$ cat src/rtl/core/natpm_pkg.sv
// Shared types and codes of the NAPT port mapping table.
`timescale 1ns / 1ps
package natpm_pkg;

    localparam int TABLE_ENTRIES_DEF = 256;

    localparam int CFG_IDX_W  = 2;
    localparam int CFG_DATA_W = 32;

    localparam logic [CFG_IDX_W-1:0] CFG_PUBLIC_ADDR  = 2'd0;
    localparam logic [CFG_IDX_W-1:0] CFG_IDLE_TIMEOUT = 2'd1;
    localparam logic [CFG_IDX_W-1:0] CFG_PORT_LOW     = 2'd2;
    localparam logic [CFG_IDX_W-1:0] CFG_PORT_HIGH    = 2'd3;

    localparam logic KIND_OUTBOUND = 1'b0;
    localparam logic KIND_INBOUND  = 1'b1;

    typedef enum logic [1:0] {
        ST_HIT  = 2'd0,
        ST_NEW  = 2'd1,
        ST_MISS = 2'd2,
        ST_FAIL = 2'd3
    } t_status;

    typedef enum logic [2:0] {
        S_IDLE,
        S_LOOK,
        S_SWEEP,
        S_SEARCH,
        S_EMIT
    } t_state;

    typedef struct packed {
        logic [31:0] inner_addr;
        logic [15:0] inner_port;
        logic [31:0] tunnel_addr;
        logic [15:0] tunnel_port;
        logic [15:0] public_port;
    } t_entry;

    typedef struct packed {
        logic data_we;
        logic time_we;
    } t_store_ctl;

endpackage

$ cat src/rtl/core/natpm_bitmap.sv
// Map of ports in use within the allocation window, filled during the sweep.
`timescale 1ns / 1ps
module natpm_bitmap
    import natpm_pkg::*;
#(
    parameter int DEPTH = TABLE_ENTRIES_DEF,
    localparam int IDX_W = $clog2(DEPTH)
) (
    input  logic           i_clk,
    input  logic           i_rst_n,
    input  logic           i_clear,
    input  logic           i_set,
    input  logic [15:0]    i_port,
    input  logic [15:0]    i_port_low,
    input  logic [15:0]    i_port_high,
    input  logic [IDX_W:0] i_k,
    output logic           o_used
);
    logic [DEPTH-1:0] r_bits;
    logic [16:0]      offset;
    logic             in_window;

    assign offset    = {1'b0, i_port} - {1'b0, i_port_low};
    assign in_window = (i_port >= i_port_low) && (i_port <= i_port_high) &&
                       (offset < 17'(DEPTH));
    assign o_used    = (i_k < (IDX_W+1)'(DEPTH)) ? r_bits[i_k[IDX_W-1:0]] : 1'b1;

    always_ff @(posedge i_clk) begin
        if (!i_rst_n || i_clear) begin
            r_bits <= '0;
        end else if (i_set && in_window) begin
            r_bits[offset[IDX_W-1:0]] <= 1'b1;
        end
    end
endmodule

$ cat config.mk
export PLATFORM = sky130hd
export DESIGN_NAME = natpm_bitmap
export DESIGN_NICKNAME = d
export VERILOG_FILES = /design/src/rtl/core/natpm_pkg.sv /design/src/rtl/core/natpm_bitmap.sv
export SDC_FILE = /design/constraint.sdc
export NUM_CORES = 1
export LEC_CHECK = 0
export BUFFER_PORTS_ARGS = -buffer_cell sky130_fd_sc_hd__buf_2
export CAP_MARGIN = 20
export CORE_ASPECT_RATIO = 0.75
export CORE_MARGIN = 5
export CORE_UTILIZATION = 50
export CTS_BUF_LIST = sky130_fd_sc_hd__clkbuf_8
export DETAILED_ROUTE_END_ITERATION = 12
export PLACE_DENSITY = 0.77
export SLEW_MARGIN = 40
export SYNTH_ARGS = -nofsm -noshare
export SYNTH_HDL_FRONTEND = slang
export SYNTH_SLANG_ARGS = --single-unit
$ cat constraint.sdc
create_clock -name i_clk -period 3.1 [get_ports i_clk]
set_input_delay 0.155 -clock i_clk [delete_from_list [all_inputs] [get_ports i_clk]]
set_output_delay 0.155 -clock i_clk [all_outputs]
set_load 0.01 [all_outputs]
==> results of run 1 <==
==> synthesized netlist by cell type, types with 3 or more instances <==
master and count:
a21oi_1 28, nand2_1 278, mux2i_1 5, nor2_1 32, nor3b_1 4, buf_4 3, o31ai_2 13, ha_1 32
nand2b_1 8, buf_2 21, o21ai_0 196, nand4_1 36, nor4_2 4, a21o_1 6, o31ai_1 60, buf_1 4
a211o_1 3, nor2b_1 11, nand4_4 4, a211oi_1 8, and2_1 4, clkbuf_1 73, nor3_1 12, xnor2_1 3
mux4_2 77, o21ai_1 3, inv_1 35, a21boi_0 4, xor2_1 3, nand3_1 56, o211ai_1 7, a21oi_2 3
dfxtp_1 256, and3_1 4, mux2_2 3
==> power groups by stage <==
stage                     Sequential, mW  Clock (mW)  Combinational, mW
after global routing                3.29        2.76               1.03
final                               3.29        2.55              0.958
after CTS                           3.29        2.58              0.938
after global placement              3.36           0              0.905
after floorplan                     3.36           0              0.611
after detailed placement            3.36           0              0.930
==> stage by stage <==
| stage | total power, mW | std cells |
|---|---|---|
| floorplan | 3.97 | 1344 |
| global placement | 4.27 | 1699 |
| detailed placement | 4.29 | 1700 |
| CTS | 6.81 | 1760 |
| global route | 7.08 | 1760 |
| finish | 6.79 | 1760 |
==> placed cells by master, fill, tap and decap left out, types with 3 or more instances in the layout <==
master and n:
ha_1 32, a21oi_2 4, a211o_1 3, o21ai_1 3
inv_1 49, o211ai_1 7, and2_1 4, nor3_1 12
clkbuf_8 42, and3_1 4, dfxtp_1 254, buf_2 59
a211oi_1 7, nand4_1 36, nand3_1 56, o31ai_1 60
nor2_1 31, buf_4 47, nor3b_1 4, o31ai_2 13
a21oi_1 27, nand2b_1 8, o21ai_0 196, nand4_4 4
a21o_1 6, mux2i_1 5, nor2b_1 10, buf_12 13
nand2_1 278, a21boi_0 4, mux4_2 77, nor4_2 5
==> worst register-to-register path: stages (launching register included) <==
cell and delay [ns]:
dfxtp_1 0.32, nand2_1 0.07, o21ai_0 0.12
==> what timing repair did <==
action / in CTS / in global routing
endpoints found under the setup margin: 1 / 1
pin swaps: 2 / 2
gates resized for setup: 7 / 1
==> layout make-up <==
cell class | instances | area, sq um | area share [%]
clock buffers | 42 | 578 | 4.09
well taps | 338 | 423 | 2.99
clock inverters | 18 | 101 | 0.717
inverters | 35 | 131 | 0.929
flip-flops and latches | 256 | 5130 | 36.3
multi-input cells | 950 | 6830 | 48.3
repair buffers | 121 | 947 | 6.70
==> final timing paths <==
kind / start / endpoint / slack [ns] / depth (start not counted)
worst max-delay path: r_bits[38] / o_used / -0.15 / 7
worst min-delay path: i_clear / r_bits[228] / 0.29 / 5
worst max register to register: r_bits[243] / r_bits[243] / 2.46 / 2
worst min register to register: r_bits[13] / r_bits[13] / 0.45 / 2
==> cell families after synthesis <==
logic type | count (synthesis)
buffers and inverters | 138
multiplexers | 85
AO/OA/AOI/OAI | 359
XOR/XNOR | 6
AND/OR/NAND/NOR | 467
flip-flops | 256
adder cells (fa/ha/maj) | 33
==> layer usage <==
metal	vias up	track usage, %
met2	460	34.5
met4	0	6.02
met3	51	5.40
met5	-	0
met1	5178	35.3
li1	5010	-
==> results.toml, run 1 <==
[global_routing]
antenna_found_initial = 0
grt_max_degree = 138
grt.overflow.total = 0
grt_usage_pct = 23.6
grt_pass1_wl_mm = 53.9
grt_pass1_vias = 9982

[critical_path]
cp_slowest_cell = "or4_4"
slowest_delay_ns = 0.54
cpMostUsedCell = "mux4_2"
startpoint_type = "flop"
worstPathRequired_ns = 2.94
crit_family = "multiplexers"
cp_max_fo = 2
crit_arrival_ns = 3.09
end_kind = "primary output"
critPathBufInv = 1
worst-setup-path-type = "flop to primary output"
worstPathCellList = "mux4_2, mux4_2, mux2_4, o22ai_4, nor4b_2, or4_4, buf_6"

[clocking]
cts_setup_buffers = 0
htree_levels = 2
cts_sinks = 256
clkSlewWorstSetupHoldPaths_ns = 0.06
cts_buffers = 37
cts-hold-fix-buffers = 0
insertion_delay_ns = 0.52
ctsRootBufferMaster = "clkbuf_8"
cts_tree = "done"
clockBufferDepth = 3

[routing]
vias = 10700
drt-initial-drc-count = 1188
wl_per_cell_um = 19.1
drtPass1Iterations = 5
route.met2.wl_mm = 14.8
topRoutingLayerUsed = "met4"
wl_mm = 33.7
antenna_left = 0
drt-met1-wl_mm = 15.0
via_per_inst = 6.08
drc = 0
route.met3.wl_mm = 3.24

[floorplanning]
die_h_um = 147
io_pins = 62
die_w_um = 192
rows = 50
start_util_pct = 50.3
core_area_sq_um = 24800
dieArea_sq_um = 28200

[logic_synthesis]
synth_top_family_by_area = "compound AO/OA/AOI/OAI gates"
ys.flop_type = "dfxtp_1"
synth_compound_area_share_pct = 18.3
ys_async_sr_fraction_pct = 0
syn_nets = 1438
yosysWarnings = 0
syn_inst = 1344
syn_area_sq_um = 12500
ys_ff_latch = 256
synth-edff-count = 0
synth-simple-area-share_pct = 17.5
yosysSeqAreaShare_pct = 41.1
synth_area_per_cell_sq_um = 9.27
yosysTopAreaCell = "dfxtp_1"
synth.distinct_cells = 73
synthXorXnorAreaFrac_pct = 0.422
synth_top_area_share_pct = 41.1
synthMuxAreaShare_pct = 14.6
synth_area_leaders = "dfxtp_1 41%, mux4_2 14%, nand2_1 8.4%, o21ai_0 7.9%, o31ai_1 3.6%"
yosys.area_share.adder_pct = 3.38

[layout]
finish.instance_area_sq_um = 14100
largest_register_ffs = 256
fin_util_pct = 57.1
regMostFlops = "r_bits"
fill_cells = 2160
syn_to_final_growth_pct = 13.5
insertedDiodeCount = 0
num-nets-final = 1495
reg.largest.list = "r_bits: 256 flops"
drive_above_1_share_pct = 20.7

[place]
place.gp.congestion = 0.902
hpwl_mm = 23.5
io_buffer_count = 61
dp_slack_ns = -0.0532
dpl_cell_area_sq_um = 13400

[timing]
rsz0062_at_grt = "true"
layout_setup_ws_ns = -0.147
clock_skew_ns = 0
drv_slew = 0
slew_headroom_pct = 51.2
fmax_mhz = 308
timing.hold.ws_ns = 0.293
fin_crit_ns = 3.25
fin_setup_tns_ns = -0.147
finalSetupViolations = 1
fin_crit_sh_pct = 105
tightestPinTransition_ns = 0.725
hold_viol_final = 0

[worst_hold_path]
min_path_type = "input port to flop"

[status]
violations = "setup timing"
outcome = "complete, but fails checks"

[power]
p_clk_share_pct = 37.5
internal_power_mw = 4.94
swShare_pct = 27.4
pwr-share-seq_pct = 48.4
cellPowerDensity_nw_per_um2 = 481
net-switching-power_mw = 1.86
ir_drop_uv = 292
p_leak_nw = 5.06
p_comb_share_pct = 14.1

[run]
maxCapViolCount = 0
Note: power is estimated with default switching activity, not from simulation.
==> run 2, diff against run 1 <==
--- a/config.mk
+++ b/config.mk
@@ -13,6 +13,7 @@
 export CTS_BUF_LIST = sky130_fd_sc_hd__clkbuf_8
 export DETAILED_ROUTE_END_ITERATION = 12
 export PLACE_DENSITY = 0.77
+export RECOVER_POWER = 25
 export SLEW_MARGIN = 40
 export SYNTH_ARGS = -nofsm -noshare
 export SYNTH_HDL_FRONTEND = slang
==> run 2 against run 1 <==
The flow still finishes with violations (setup timing); clock skew is the same; worst setup slack gained 0.0013 ns; count of clock-buffer cells in the layout is the same; clock power is essentially flat; global-route usage is the same; routed wire length grew 0.13%; sequential power is essentially flat; final cell count is the same; maximum frequency is essentially flat; via count grew 0.15%; sequential share of layout area grew 0.18 points; die area is the same; critical path type unchanged; largest cell class unchanged; largest power group unchanged.
==> results.toml, run 2 (synthesis results as in run 1) <==
[status]
outcome = "complete, but fails checks"
violations = "setup timing"

[clocking]
cts_sinks = 256
cts_setup_buffers = 0
htree_levels = 2
clockBufferDepth = 3
insertion_delay_ns = 0.52
clkSlewWorstSetupHoldPaths_ns = 0.07
cts_tree = "done"
cts_buffers = 37
ctsRootBufferMaster = "clkbuf_8"

[global_routing]
grt_pass1_vias = 9982
grt.overflow.total = 0
grt_usage_pct = 23.6
antenna_found_initial = 0
grt_pass1_wl_mm = 53.9
grt_max_degree = 138

[power]
cellPowerDensity_nw_per_um2 = 483
p_comb_share_pct = 13.9
internal_power_mw = 4.93
swShare_pct = 27.4
net-switching-power_mw = 1.86
p_leak_nw = 5.02
p_clk_share_pct = 37.6
ir_drop_uv = 292
pwr-share-seq_pct = 48.5

[layout]
insertedDiodeCount = 0
fin_util_pct = 56.8
drive_above_1_share_pct = 20.6
regMostFlops = "r_bits"
largest_register_ffs = 256
layout_common_cells = "278 x nand2_1, 254 x dfxtp_1, 196 x o21ai_0"
final_common_cell = "nand2_1"
reg.largest.list = "r_bits: 256 flops"
syn_to_final_growth_pct = 12.9
fill_cells = 2173
finish.instance_area_sq_um = 14100
fin_cells = 1760
num-nets-final = 1495

[timing]
hold_viol_final = 0
fin_crit_sh_pct = 105
fmax_mhz = 308
fin_crit_ns = 3.25
layout_setup_ws_ns = -0.145
drv_slew = 0
rsz0062_at_grt = "true"
slew_headroom_pct = 54.7
timing.hold.ws_ns = 0.294
clock_skew_ns = 0
finalSetupViolations = 1
tightestPinTransition_ns = 0.678

[critical_path]
end_kind = "primary output"
worstPathRequired_ns = 2.94
crit_arrival_ns = 3.09
worst-setup-path-type = "flop to primary output"
reg2reg_setup_slack_ns = 2.45
startpoint_type = "flop"
cp_max_fo = 2

[floorplanning]
die_h_um = 147
io_pins = 62
dieArea_sq_um = 28200
start_util_pct = 50.3
die_w_um = 192
core_area_sq_um = 24800
rows = 50

[place]
dp_cells = 1700
place.gp.congestion = 0.902
hpwl_mm = 23.5
io_buffer_count = 61
dpl_cell_area_sq_um = 13400

[run]
maxCapViolCount = 0

[routing]
drtPass1Iterations = 7
via_per_inst = 6.09
wl_mm = 33.7
drt-initial-drc-count = 1126
drc = 0
vias = 10700
antenna_left = 0
wl_per_cell_um = 19.2

[worst_hold_path]
min_path_type = "input port to flop"
run 2: critical path, stage by stage, from the launching register on:
cell     delay, ns
dfxtp_1       0.33
mux4_2        0.47
mux4_2        0.50
mux2i_1       0.30
or3b_2        0.18
nand4_1       0.07
or4_4         0.57
buf_6         0.14
run 2: final timing paths:
kind | startpoint | end | depth (start not counted)
worst max-delay path | r_bits[223] | o_used | 7
worst min-delay path | i_clear | r_bits[118] | 5
worst max register to register | r_bits[243] | r_bits[243] | 2
worst min register to register | r_bits[13] | r_bits[13] | 2
run 2: metrics by stage:
| stage | power, mW | setup WS (ns) | TNS [ns] |
|---|---|---|---|
| 3_3_place_gp | 4.27 | 0.0201 | 0 |
| 4_1_cts | 6.81 | -0.154 | -0.154 |
| 5_1_grt | 7.07 | -0.213 | -8.08 |
| 6_report | 6.79 | -0.145 | -0.145 |
| 3_5_place_dp | 4.29 | -0.0532 | -0.225 |
| 2_1_floorplan | 3.97 | 0.266 | 0 |
run 2: layout make-up:
class / instances / area, sq um / area share (%)
clock inverter: 18 / 101 / 0.721
clock buffer: 42 / 578 / 4.11
sequential: 256 / 5130 / 36.5
timing repair buffer: 121 / 907 / 6.45
multi-input combinational: 950 / 6800 / 48.3
tap: 338 / 423 / 3.01
inverter: 35 / 131 / 0.934
run 2: layer usage:
| layer | vias to the layer above | part of all wire (%) | GRT usage, % |
|---|---|---|---|
| li1 | 5022 | - | - |
| met1 | 5172 | 45 | 35.3 |
| met3 | 65 | 9.5 | 5.40 |
| met5 | - | 0 | 0 |
| met2 | 456 | 44 | 34.5 |
| met4 | 0 | 2.0 | 6.02 |
run 2: repair_timing:
action	in CTS	in global routing
pin swaps	2	2
gates resized for setup	7	1
hold buffers	0	0
endpoints found under the setup margin	1	1
run 2: power by group through the flow:
| stage | Combinational, mW | Sequential, mW | Clock [mW] |
|---|---|---|---|
| 6_report | 0.945 | 3.29 | 2.55 |
| 5_1_grt | 1.02 | 3.29 | 2.76 |
| 4_1_cts | 0.938 | 3.29 | 2.58 |
| 3_5_place_dp | 0.930 | 3.36 | 0 |
| 3_3_place_gp | 0.905 | 3.36 | 0 |
| 2_1_floorplan | 0.611 | 3.36 | 0 |
==> run 3, diff against run 2 <==
--- a/config.mk
+++ b/config.mk
@@ -6,13 +6,12 @@
 export NUM_CORES = 1
 export LEC_CHECK = 0
 export BUFFER_PORTS_ARGS = -buffer_cell sky130_fd_sc_hd__buf_2
-export CAP_MARGIN = 20
-export CORE_ASPECT_RATIO = 0.75
+export CORE_ASPECT_RATIO = 0.6
 export CORE_MARGIN = 5
-export CORE_UTILIZATION = 50
+export CORE_UTILIZATION = 64
 export CTS_BUF_LIST = sky130_fd_sc_hd__clkbuf_8
 export DETAILED_ROUTE_END_ITERATION = 12
-export PLACE_DENSITY = 0.77
+export PLACE_DENSITY = 0.93
 export RECOVER_POWER = 25
 export SLEW_MARGIN = 40
 export SYNTH_ARGS = -nofsm -noshare
==> run 3 against run 2 <==
Critical endpoint unchanged; first-iteration DRC count grew 22%; sequential power is essentially flat; the flow still finishes with violations (setup timing); sequential share of layout area grew 0.26 points; flip-flop and latch count is the same; count of clock-buffer cells in the layout grew 2; largest cell class unchanged; final area shrank 0.72%; clock skew is the same; via count grew 4.1%; clock power grew 5%; critical path depth is the same; critical path type unchanged; largest power group unchanged.
==> results.toml, run 3 (synthesis results as in run 1) <==
[routing]
vias = 11200
drt-initial-drc-count = 1378
wl_per_cell_um = 21.2
drtPass1Iterations = 7
via_per_inst = 6.61
wl_mm = 35.8
antenna_left = 0
drc = 0

[global_routing]
met2_usage_pct = 44.7
use_met3_pct = 13.4
grt_pass1_wl_mm = 56.5
antenna_found_initial = 0
grt_usage_pct = 30.9
busiest_layer = "met2"
met1_usage_pct = 41.9
grt.overflow.total = 0
grt_max_degree = 145
grt_pass1_vias = 10800

[floorplanning]
die_h_um = 118
core_area_sq_um = 19100
die_w_um = 190
dieArea_sq_um = 22400
rows = 39
start_util_pct = 65.3
io_pins = 62

[critical_path]
endpoint = "o_used"
reg2reg_from = "r_bits[38]"
crit_arrival_ns = 3.03
reg2reg_setup_slack_ns = 2.44
reg2reg_depth = 2
worstPathRequired_ns = 2.94
end_kind = "primary output"
cpMostUsedCell = "mux4_2"
r2r_end = "r_bits[38]"
worstPathCellList = "mux4_2, mux4_2, mux2_4, o22ai_4, nor4b_2, or4_4, buf_6"
cp_slowest_cell = "or4_4"
worst-setup-path-type = "flop to primary output"
cp_max_fo = 2
startpoint_type = "flop"
slowest_delay_ns = 0.54
cp-startpoint = "r_bits[50]"

[layout]
fill_cells = 1259
regMostFlops = "r_bits"
drive_above_1_share_pct = 20.7
layout_common_cells = "278 x nand2_1, 254 x dfxtp_1, 197 x o21ai_0"
num-nets-final = 1490
fin_util_pct = 73.2
final_common_cell = "nand2_1"
syn_to_final_growth_pct = 12.1
insertedDiodeCount = 0
largest_register_ffs = 256
reg.largest.list = "r_bits: 256 flops"
fin_cells = 1688
finish.instance_area_sq_um = 14000

[place]
hpwl_mm = 24.4
place.gp.congestion = 0.915
io_buffer_count = 61
dp_slack_ns = -0.110
dpl_cell_area_sq_um = 13200
dp_cells = 1625

[clocking]
clkSlewWorstSetupHoldPaths_ns = 0.08
clockBufferDepth = 3
ctsRootBufferMaster = "clkbuf_8"
htree_levels = 2
insertion_delay_ns = 0.52
cts_setup_buffers = 0
cts_tree = "done"
cts_sinks = 256
cts-hold-fix-buffers = 0
cts_buffers = 35

[status]
violations = "setup timing"
outcome = "complete, but fails checks"

[power]
p_leak_nw = 5.01
swShare_pct = 28.1
net-switching-power_mw = 1.95
total_power_mw = 6.92
p_clk_share_pct = 38.5
internal_power_mw = 4.98
cellPowerDensity_nw_per_um2 = 496
p_comb_share_pct = 14.0
ir_drop_uv = 486
pwr-share-seq_pct = 47.5

[timing]
fin_setup_tns_ns = -0.0846
drv_slew = 0
tightestPinTransition_ns = 0.851
clock_skew_ns = 0
fmax_mhz = 314
fin_crit_ns = 3.18
fin_crit_sh_pct = 103
hold_viol_final = 0
rsz0062_at_grt = "true"
finalSetupViolations = 1
slew_headroom_pct = 42.9
layout_setup_ws_ns = -0.0846
timing.hold.ws_ns = 0.270

[run]
maxCapViolCount = 0

[worst_hold_path]
min_path_type = "input port to flop"
-- run 3: changes by cell type in the layout (fill, tap and decap cells not counted), sizes merged --
cell,delta
clkinv,+2
clkbuf,+4
buf,-5
inv,-2
clkinvlp,+1
-- run 3: cell type report --
cell class,count,area (sq um),area share [%]
multi-input combinational,950,6820,48.8
sequential,256,5130,36.7
timing repair buffer,118,835,5.98
clock buffer,44,606,4.34
tap,266,333,2.38
inverter,35,131,0.941
clock inverter,19,111,0.798
-- run 3: worst min-delay path by stage --
stage,startpoint,end,cells past startpoint
2_1_floorplan,r_bits[122],r_bits[122],2
3_3_place_gp,r_bits[204],r_bits[204],2
3_5_place_dp,r_bits[30],r_bits[30],2
4_1_cts,i_clear,r_bits[50],5
5_1_grt,i_clear,r_bits[50],5
6_report,i_clear,r_bits[226],5
-- run 3: metal layers --
| layer | routed length [um] | vias up |
|---|---|---|
| met5 | 0 | - |
| met4 | 1090 | 0 |
| met3 | 5330 | 113 |
| met2 | 15300 | 751 |
| met1 | 14100 | 5287 |
| li1 | - | 5008 |
-- run 3: power groups by stage --
| stage | logic, mW | clock network [mW] | registers (mW) |
|---|---|---|---|
| after CTS | 0.932 | 2.67 | 3.29 |
| after detailed placement | 0.922 | 0 | 3.36 |
| after global routing | 1.02 | 2.83 | 3.28 |
| final | 0.972 | 2.67 | 3.29 |
| after global placement | 0.891 | 0 | 3.36 |
| after floorplan | 0.611 | 0 | 3.36 |
-- run 3: critical path, delay by kind of cell, from the launching register on --
family,cells,cell delay (ns)
mux,3,1.26
simple gates,2,0.61
flops,1,0.32
compound gates,1,0.17
buf+inv,1,0.14
-- run 3: what timing repair did --
item	4_1_cts	5_1_grt
pin swaps	1	2
cloned	0	0
resized for setup	3	11
endpoints found under the setup margin	1	1
